===== config.mk =====
export PLATFORM = sky130hd
export DESIGN_NAME = divider_and_timer_counter
export DESIGN_NICKNAME = d
export VERILOG_FILES = /design/src/rtl/dtc_pkg.sv /design/src/rtl/divider_and_timer_counter.sv /design/src/rtl/dtc_seq.sv
export SDC_FILE = /design/constraint.sdc
export NUM_CORES = 1
export LEC_CHECK = 0
export BUFFER_PORTS_ARGS = -buffer_cell sky130_fd_sc_hd__buf_2
export CAP_MARGIN = 20
export CELL_PAD_IN_SITES_DETAIL_PLACEMENT = 0
export CELL_PAD_IN_SITES_GLOBAL_PLACEMENT = 1
export CORE_MARGIN = 8
export CORE_UTILIZATION = 50
export CTS_CLUSTER_SIZE = 10
export DETAILED_ROUTE_END_ITERATION = 16
export GPL_TIMING_DRIVEN = 0
export PLACE_DENSITY = 0.91
export SYNTH_ARGS = -nofsm -noshare
export SYNTH_HDL_FRONTEND = slang
export SYNTH_SLANG_ARGS = --single-unit

===== constraint.sdc =====
create_clock -name clock -period 3.7 [get_ports clock]
set_input_delay 0.37 -clock clock [delete_from_list [all_inputs] [get_ports clock]]
set_output_delay 0.37 -clock clock [all_outputs]
set_load 0.03 [all_outputs]

===== src/rtl/dtc_pkg.sv =====
// Shared types, codes and microcode ROM for the divider and timer/counter.
// No dependencies; used by dtc_seq and divider_and_timer_counter.
`default_nettype none

package dtc_pkg;

   // Divider accumulator period in machine cycles
   localparam int unsigned DIV_PERIOD   = 256;
   localparam logic [8:0]  DIV_PERIOD_W = 9'(DIV_PERIOD);

   typedef enum logic [1:0] {
      CMD_TICK  = 2'd0,
      CMD_READ  = 2'd1,
      CMD_WRITE = 2'd2,
      CMD_NONE  = 2'd3
   } cmd_type;

   typedef enum logic [1:0] {
      SEL_DIVIDER = 2'd0,
      SEL_COUNTER = 2'd1,
      SEL_MODULO  = 2'd2,
      SEL_CONTROL = 2'd3
   } sel_type;

   typedef enum logic [1:0] {
      RATE_1024 = 2'd0,
      RATE_16   = 2'd1,
      RATE_64   = 2'd2,
      RATE_256  = 2'd3
   } rate_type;

   localparam int unsigned CTL_ENABLE_BIT = 2;

   // Microcode addresses
   typedef logic [2:0] step_type;
   localparam step_type STEP_FETCH    = 3'd0;
   localparam step_type STEP_DISPATCH = 3'd1;
   localparam step_type STEP_TICK_ADD = 3'd2;
   localparam step_type STEP_TIMER    = 3'd3;
   localparam step_type STEP_EMIT     = 3'd4;

   // Jump conditions
   typedef enum logic [2:0] {
      COND_ALWAYS   = 3'd0,
      COND_NO_REQ   = 3'd1,
      COND_NOT_TICK = 3'd2,
      COND_MORE     = 3'd3,
      COND_OUT_BUSY = 3'd4
   } cond_type;

   // One control word: datapath actions, then jump target on a hit, else next
   typedef struct packed {
      logic     accept;
      logic     tick_add;
      logic     timer_step;
      logic     emit;
      cond_type cond;
      step_type jump_to;
      step_type next_to;
   } ctrl_word_type;

   // Datapath flags the sequencer branches on
   typedef struct packed {
      logic req_valid;
      logic not_tick;
      logic more;
      logic out_busy;
   } status_type;

   // Timer period in clocks for each rate code
   function automatic logic [10:0] timer_period(input logic [1:0] rate);
      logic [10:0] period;
      case (rate_type'(rate))
         RATE_1024: period = 11'd1024;
         RATE_16:   period = 11'd16;
         RATE_64:   period = 11'd64;
         RATE_256:  period = 11'd256;
         default:   period = 11'd1024;
      endcase
      return period;
   endfunction

   // Microcode program
   function automatic ctrl_word_type micro_rom(input step_type step);
      ctrl_word_type word;
      word = '{accept: 1'b0, tick_add: 1'b0, timer_step: 1'b0, emit: 1'b0,
               cond: COND_ALWAYS, jump_to: STEP_FETCH, next_to: STEP_FETCH};
      case (step)
         STEP_FETCH: begin
            word.accept  = 1'b1;
            word.cond    = COND_NO_REQ;
            word.jump_to = STEP_FETCH;
            word.next_to = STEP_DISPATCH;
         end
         STEP_DISPATCH: begin
            word.cond    = COND_NOT_TICK;
            word.jump_to = STEP_EMIT;
            word.next_to = STEP_TICK_ADD;
         end
         STEP_TICK_ADD: begin
            word.tick_add = 1'b1;
            word.cond     = COND_ALWAYS;
            word.jump_to  = STEP_TIMER;
            word.next_to  = STEP_TIMER;
         end
         STEP_TIMER: begin
            word.timer_step = 1'b1;
            word.cond       = COND_MORE;
            word.jump_to    = STEP_TIMER;
            word.next_to    = STEP_EMIT;
         end
         STEP_EMIT: begin
            word.emit    = 1'b1;
            word.cond    = COND_OUT_BUSY;
            word.jump_to = STEP_EMIT;
            word.next_to = STEP_FETCH;
         end
         default: begin
            word.cond    = COND_ALWAYS;
            word.jump_to = STEP_FETCH;
         end
      endcase
      return word;
   endfunction

endpackage

`default_nettype wire


===== src/rtl/divider_and_timer_counter.sv =====
// Top level of the divider and timer/counter: register datapath and output stage.
// Depends on dtc_pkg and dtc_seq.
//
//  channel | valid     | stall     | payload
//  --------+-----------+-----------+-----------------------------------------------
//  req     | req_valid | req_stall | req_cmd, req_reg_select, req_write_data,
//          |           |           | req_machine_cycles
//  rsp     | rsp_valid | rsp_stall | rsp_read_data, rsp_timer_irq
//
// A read, write or unused command passes through the fetch, dispatch and emit
// steps. A tick passes through fetch, dispatch, tick-add and then the timer step,
// which repeats while the timer is on and a whole period is left, before emit.
// The result is loaded into the output register in the emit step.
// A stalled result holds the sequencer in its emit step; req_stall stays high.
// Synchronous reset clears the state registers and the result valid to zero
// and returns the sequencer to the fetch step.
`default_nettype none

module divider_and_timer_counter (
   input  wire logic       clock,
   input  wire logic       reset,
   input  wire logic       req_valid,
   output logic            req_stall,
   input  wire logic [1:0] req_cmd,
   input  wire logic [1:0] req_reg_select,
   input  wire logic [7:0] req_write_data,
   input  wire logic [4:0] req_machine_cycles,
   output logic            rsp_valid,
   input  wire logic       rsp_stall,
   output logic [7:0]      rsp_read_data,
   output logic            rsp_timer_irq
);
   import dtc_pkg::*;

   ctrl_word_type ctrl;
   status_type    status;

   // Latched request beat
   cmd_type    cmd_ff;
   sel_type    sel_ff;
   logic [7:0] wdata_ff;
   logic [4:0] cycles_ff;

   // Architectural state
   logic [8:0]  div_accum_ff,   div_accum_in;
   logic [10:0] timer_accum_ff, timer_accum_in;
   logic [7:0]  divider_ff,     divider_in;
   logic [7:0]  counter_ff,     counter_in;
   logic [7:0]  modulo_ff,      modulo_in;
   logic [2:0]  control_ff,     control_in;
   logic        irq_ff,         irq_in;

   // Output stage
   logic       rsp_valid_ff, rsp_valid_in;
   logic [7:0] rsp_data_ff,  rsp_data_in;
   logic       rsp_irq_ff,   rsp_irq_in;

   logic        req_take;
   logic        emit_fire;
   logic        timer_on;
   logic [10:0] period;
   logic [8:0]  div_sum;
   logic [10:0] timer_sum;
   logic [7:0]  read_value;

   dtc_seq u_seq (
      .clock  (clock),
      .reset  (reset),
      .status (status),
      .ctrl   (ctrl)
   );

   assign req_stall = !ctrl.accept;
   assign req_take  = req_valid && ctrl.accept;

   assign timer_on = control_ff[CTL_ENABLE_BIT];
   assign period   = timer_period(control_ff[1:0]);
   assign div_sum  = div_accum_ff + {4'b0000, cycles_ff};
   assign timer_sum = timer_accum_ff + {4'b0000, cycles_ff, 2'b00};

   // Flags for the sequencer
   assign status.req_valid = req_valid;
   assign status.not_tick  = (cmd_ff != CMD_TICK);
   assign status.more      = timer_on && (timer_accum_ff >= period);
   assign status.out_busy  = rsp_valid_ff && rsp_stall;

   assign emit_fire = ctrl.emit && !status.out_busy;

   // Select the register a read returns
   always_comb begin
      case (sel_ff)
         SEL_DIVIDER: read_value = divider_ff;
         SEL_COUNTER: read_value = counter_ff;
         SEL_MODULO:  read_value = modulo_ff;
         SEL_CONTROL: read_value = {5'b00000, control_ff};
         default:     read_value = 8'h00;
      endcase
   end

   // Next state of the timer registers
   always_comb begin
      div_accum_in   = div_accum_ff;
      timer_accum_in = timer_accum_ff;
      divider_in     = divider_ff;
      counter_in     = counter_ff;
      modulo_in      = modulo_ff;
      control_in     = control_ff;
      irq_in         = irq_ff;

      if (req_take) begin
         irq_in = 1'b0;
      end

      // Add the tick to the divider accumulator, and to the timer one while it is on
      if (ctrl.tick_add) begin
         if (div_sum >= DIV_PERIOD_W) begin
            div_accum_in = div_sum - DIV_PERIOD_W;
            divider_in   = divider_ff + 8'd1;
         end else begin
            div_accum_in = div_sum;
         end
         if (timer_on) begin
            timer_accum_in = timer_sum;
         end
      end

      // Step the counter once per whole period, reload on wrap
      if (ctrl.timer_step && status.more) begin
         timer_accum_in = timer_accum_ff - period;
         if (counter_ff == 8'hFF) begin
            counter_in = modulo_ff;
            irq_in     = 1'b1;
         end else begin
            counter_in = counter_ff + 8'd1;
         end
      end

      // Store a register write as the result goes out
      if (emit_fire && (cmd_ff == CMD_WRITE)) begin
         case (sel_ff)
            SEL_DIVIDER: divider_in = wdata_ff;
            SEL_COUNTER: counter_in = wdata_ff;
            SEL_MODULO:  modulo_in  = wdata_ff;
            SEL_CONTROL: control_in = wdata_ff[2:0];
            default:     control_in = control_ff;
         endcase
      end
   end

   // Load or drop the result beat
   always_comb begin
      rsp_valid_in = rsp_valid_ff;
      rsp_data_in  = rsp_data_ff;
      rsp_irq_in   = rsp_irq_ff;
      if (emit_fire) begin
         rsp_valid_in = 1'b1;
         rsp_data_in  = (cmd_ff == CMD_READ) ? read_value : 8'h00;
         rsp_irq_in   = irq_ff;
      end else if (rsp_valid_ff && !rsp_stall) begin
         rsp_valid_in = 1'b0;
      end
   end

   // Capture the request beat
   always_ff @(posedge clock) begin
      if (req_take) begin
         cmd_ff    <= cmd_type'(req_cmd);
         sel_ff    <= sel_type'(req_reg_select);
         wdata_ff  <= req_write_data;
         cycles_ff <= req_machine_cycles;
      end
   end

   // Hold the state registers
   always_ff @(posedge clock) begin
      if (reset) begin
         div_accum_ff   <= '0;
         timer_accum_ff <= '0;
         divider_ff     <= '0;
         counter_ff     <= '0;
         modulo_ff      <= '0;
         control_ff     <= '0;
         irq_ff         <= 1'b0;
         rsp_valid_ff   <= 1'b0;
      end else begin
         div_accum_ff   <= div_accum_in;
         timer_accum_ff <= timer_accum_in;
         divider_ff     <= divider_in;
         counter_ff     <= counter_in;
         modulo_ff      <= modulo_in;
         control_ff     <= control_in;
         irq_ff         <= irq_in;
         rsp_valid_ff   <= rsp_valid_in;
      end
   end

   always_ff @(posedge clock) begin
      rsp_data_ff <= rsp_data_in;
      rsp_irq_ff  <= rsp_irq_in;
   end

   assign rsp_valid     = rsp_valid_ff;
   assign rsp_read_data = rsp_data_ff;
   assign rsp_timer_irq = rsp_irq_ff;

endmodule

`default_nettype wire


===== src/rtl/dtc_seq.sv =====
// Microcode sequencer: step counter, control ROM lookup and branch select.
// Depends on dtc_pkg.
`default_nettype none

module dtc_seq (
   input  wire logic               clock,
   input  wire logic               reset,
   input  wire dtc_pkg::status_type status,
   output dtc_pkg::ctrl_word_type  ctrl
);
   import dtc_pkg::*;

   step_type step_ff;
   step_type step_in;
   logic     cond_hit;

   // Fetch the control word for the current step
   assign ctrl = micro_rom(step_ff);

   // Evaluate the branch condition
   always_comb begin
      case (ctrl.cond)
         COND_ALWAYS:   cond_hit = 1'b1;
         COND_NO_REQ:   cond_hit = !status.req_valid;
         COND_NOT_TICK: cond_hit = status.not_tick;
         COND_MORE:     cond_hit = status.more;
         COND_OUT_BUSY: cond_hit = status.out_busy;
         default:       cond_hit = 1'b1;
      endcase
   end

   assign step_in = cond_hit ? ctrl.jump_to : ctrl.next_to;

   // Advance the step counter
   always_ff @(posedge clock) begin
      if (reset) begin
         step_ff <= STEP_FETCH;
      end else begin
         step_ff <= step_in;
      end
   end

endmodule

`default_nettype wire


==> results_dict.tcl <==
set metrics [dict create \
    via_per_inst 5.81 \
    yosys.area.top_type "dfxtp_1" \
    drcViolationCount 0 \
    slew_headroom_pct 46.1 \
    syn-cell-area_um2 4000 \
    hpwlAfterDp_mm 6.79 \
    grt_max_degree 18 \
    timing.final.crit_share_pct 75.0 \
    die_y_um 105 \
    finalWorstSetupSlack_ns 0.925 \
    p_per_area_nw_per_um2 351 \
    yosysSeqAreaShare_pct 44.0 \
    place_ws_ns 0.960 \
    cts_sinks 75 \
    clk_latency_ns 0.34 \
    final_max_slew_viol_count 0 \
    yosysWarnings 0 \
    synth-main-ff-cell "dfxtp_1" \
    leakage_nw 1.65 \
    clk_pin_slew_ns 0.08 \
    antenna_found_initial 0 \
    rsz0062_at_grt "no" \
    drive_gt1_share_pct 16.5 \
    tightest_slew_ns 0.809 \
    drt_pass1_iterations 4 \
    fin_area_um2 4460 \
    syn_inst 403 \
    cts-resized-gates 0 \
    place_inst 535 \
    status "finished, final reports clean" \
    setup_viol 0 \
    drt_iter0_drc 124 \
    hp-class "in2reg" \
    max_freq_ghz 0.360 \
    avgRoutedWirePerCell_um 16.8 \
    cts_buffers 9 \
    finalWeightedCongestion 0.905 \
    synth_edf_count 26 \
    core_um2 7730 \
    ys_ff_latch 75 \
    skew_ns 0.00670 \
    finalNonFillerCells 551 \
    startpoint_type "register" \
    htree_levels 3 \
    num_rows 32 \
    ir_drop_uv 199 \
    syn_to_final_growth_pct 11.4 \
    cp.arrival_ns 3.03 \
    cp-end-kind "register" \
    grt_pass1_vias 3158 \
    holdWs_ns 0.197 \
    period_minus_slack_ns 2.77 \
    wl_mm 9.24 \
    crit_fanout 8 \
    antennaDiodeCount 0 \
    synthArstFlopShare_pct 0 \
    ioPinCount 32 \
    synth_top_cell_area_share_pct 24.5 \
    final_antenna_net_count 0 \
    post_dp_cell_area_um2 4280 \
    synthTopCellsByArea "dfxtp_1, edfxtp_1, mux2i_1, nor2_1, ha_1" \
    clk_path_buf_depth 2 \
    nets 484 \
    die_w_um 105 \
    cp.required_ns 3.95 \
    grt_usage_pct 16.9 \
    max_cap_violations 0 \
    initial_utilization_pct 51.8 \
    nFillCells 696 \
    syn_avg_cell_area_um2 9.94 \
    design.die.area_um2 11100 \
    cts_setup_buffers 0 \
    io_buffers 30 \
    cts_root_buffer "clkbuf_8" \
    vias 3203 \
    syn-num-nets 443 \
    report.final.hold_viol_count 0 \
    grt.overflow.total 0 \
    path_class "reg2reg" \
    grt_pass1_wl_mm 15.3 \
    synth_cell_type_count 54 \
    final.setup.tns_ns 0 \
    postCtsHoldBufs 0 \
    cts_tree "done" \
]
==> final timing paths <==
path                            cells after the start  slack (ns)     startpoint            end
worst max-delay path                                8        0.93  control_ff[0]  counter_ff[7]
worst max register to register                      8        0.93  control_ff[0]  counter_ff[7]
worst min-delay path                                1        0.20     req_cmd[0]      cmd_ff[0]
worst min register to register                      0        0.44         irq_ff  rsp_timer_irq
==> worst max-delay path, cell delays in order, from the launching register on <==
cell,delay (ns)
dfxtp_1,0.38
or2_2,0.33
ha_1,0.33
nand2_1,0.07
nor3_1,0.28
o21a_1,0.23
o21ai_1,0.24
or4_1,0.57
a311oi_1,0.26
==> placed cells by master, fill, tap and decap left out, drive strengths merged, types with 4 or more instances in the layout <==
cell type | synthesis | routed
a2111oi | 6 | 6
a211oi | 23 | 23
a21o | 6 | 6
a21oi | 17 | 17
a311oi | 5 | 5
and3 | 5 | 5
buf | 6 | 36
clkbuf | 12 | 24
dfxtp | 49 | 49
edfxtp | 26 | 26
ha | 17 | 17
inv | 15 | 15
mux2 | 5 | 5
mux2i | 22 | 22
nand2 | 26 | 26
nand2b | 4 | 4
nand3 | 9 | 9
nand3b | 4 | 4
nor2 | 57 | 57
nor2b | 4 | 4
nor3 | 7 | 7
nor3b | 4 | 4
o21a | 4 | 4
o21ai | 13 | 13
or3 | 5 | 5
xnor2 | 17 | 17
==> logic make-up after synthesis <==
logic type               Yosys count  share of synthesized area [%]
AO/OA/AOI/OAI                     87                           16.3
XOR/XNOR                          20                           4.38
adder cells (fa/ha/maj)           19                           6.31
buffers and inverters             33                           3.37
flip-flops                        75                           44.0
multiplexers                      30                           8.59
AND/OR/NAND/NOR                  139                           17.1
==> where the power goes <==
part | internal (mW) | switching (mW) | total, mW
Sequential | 0.874 | 0.0202 | 0.895
Combinational | 0.0350 | 0.0647 | 0.0997
Clock | 0.278 | 0.294 | 0.572
Total | 1.19 | 0.379 | 1.57
==> routing by layer <==
metal	GRT usage (%)	vias to the layer above	wire, um
met5	0	-	0
met4	6.73	0	231
met1	19.8	1516	4070
met2	29.0	101	4450
met3	4.32	20	479
li1	-	1566	-
==> stage by stage <==
step / util [%] / power, mW
final: 57.7 / 1.57
after global routing: 57.7 / 1.62
after CTS: 57.7 / 1.58
after detailed placement: 55.4 / 1.01
after global placement: 55.4 / 1.01
after floorplan: - / 0.972
==> flip-flops by register name, summed over array words and instances, names as in the netlist <==
name	flops
timer_accum_ff	9
counter_ff	8
div_accum_ff	8
cmd_ff	2
wdata_ff	8
rsp_valid	1
rsp_read_data	8
u_seq.step_ff	3
modulo_ff	8
irq_ff	1
divider_ff	8
rsp_timer_irq	1
cycles_ff	5
control_ff	3
sel_ff	2
==> cell type report <==
type                            instances  area, um2  share of cell area (%)
Clock buffer                           12        155                    3.48
Multi-Input combinational cell        295       2110                    47.2
Sequential cell                        75       1760                    39.5
Clock inverter                          4       25.0                   0.561
Inverter                               15       56.3                    1.26
Timing Repair Buffer                   30        150                    3.37
Tap cell                              102        128                    2.86
Buffer                                 18       78.8                    1.77
==> cell usage after synthesis, types with 2 or more instances <==
library cell and instances:
mux2i_1 22, nor3b_1 2, a211oi_2 8, buf_2 3, clkbuf_1 12, nand2b_1 4, a211oi_1 15, ha_1 17
nor3b_2 2, a21oi_1 16, xor2_1 3, o31ai_1 3, inv_1 15, mux2_2 5, fa_1 2, buf_1 2
nand3_1 9, and4_1 3, a311oi_1 5, nand2_1 26, nor2_1 57, or3_1 5, or2_2 2, nand3b_1 4
nor4_1 3, nor3_1 7, dfxtp_1 49, a21o_1 6, edfxtp_1 26, o21ai_0 11, nor2b_1 4, nand4_1 3
mux4_2 3, o21a_1 4, and3_1 5, o21ai_1 2, xnor2_1 17, a2111oi_0 5
Note: power is estimated with default switching activity, not from simulation.
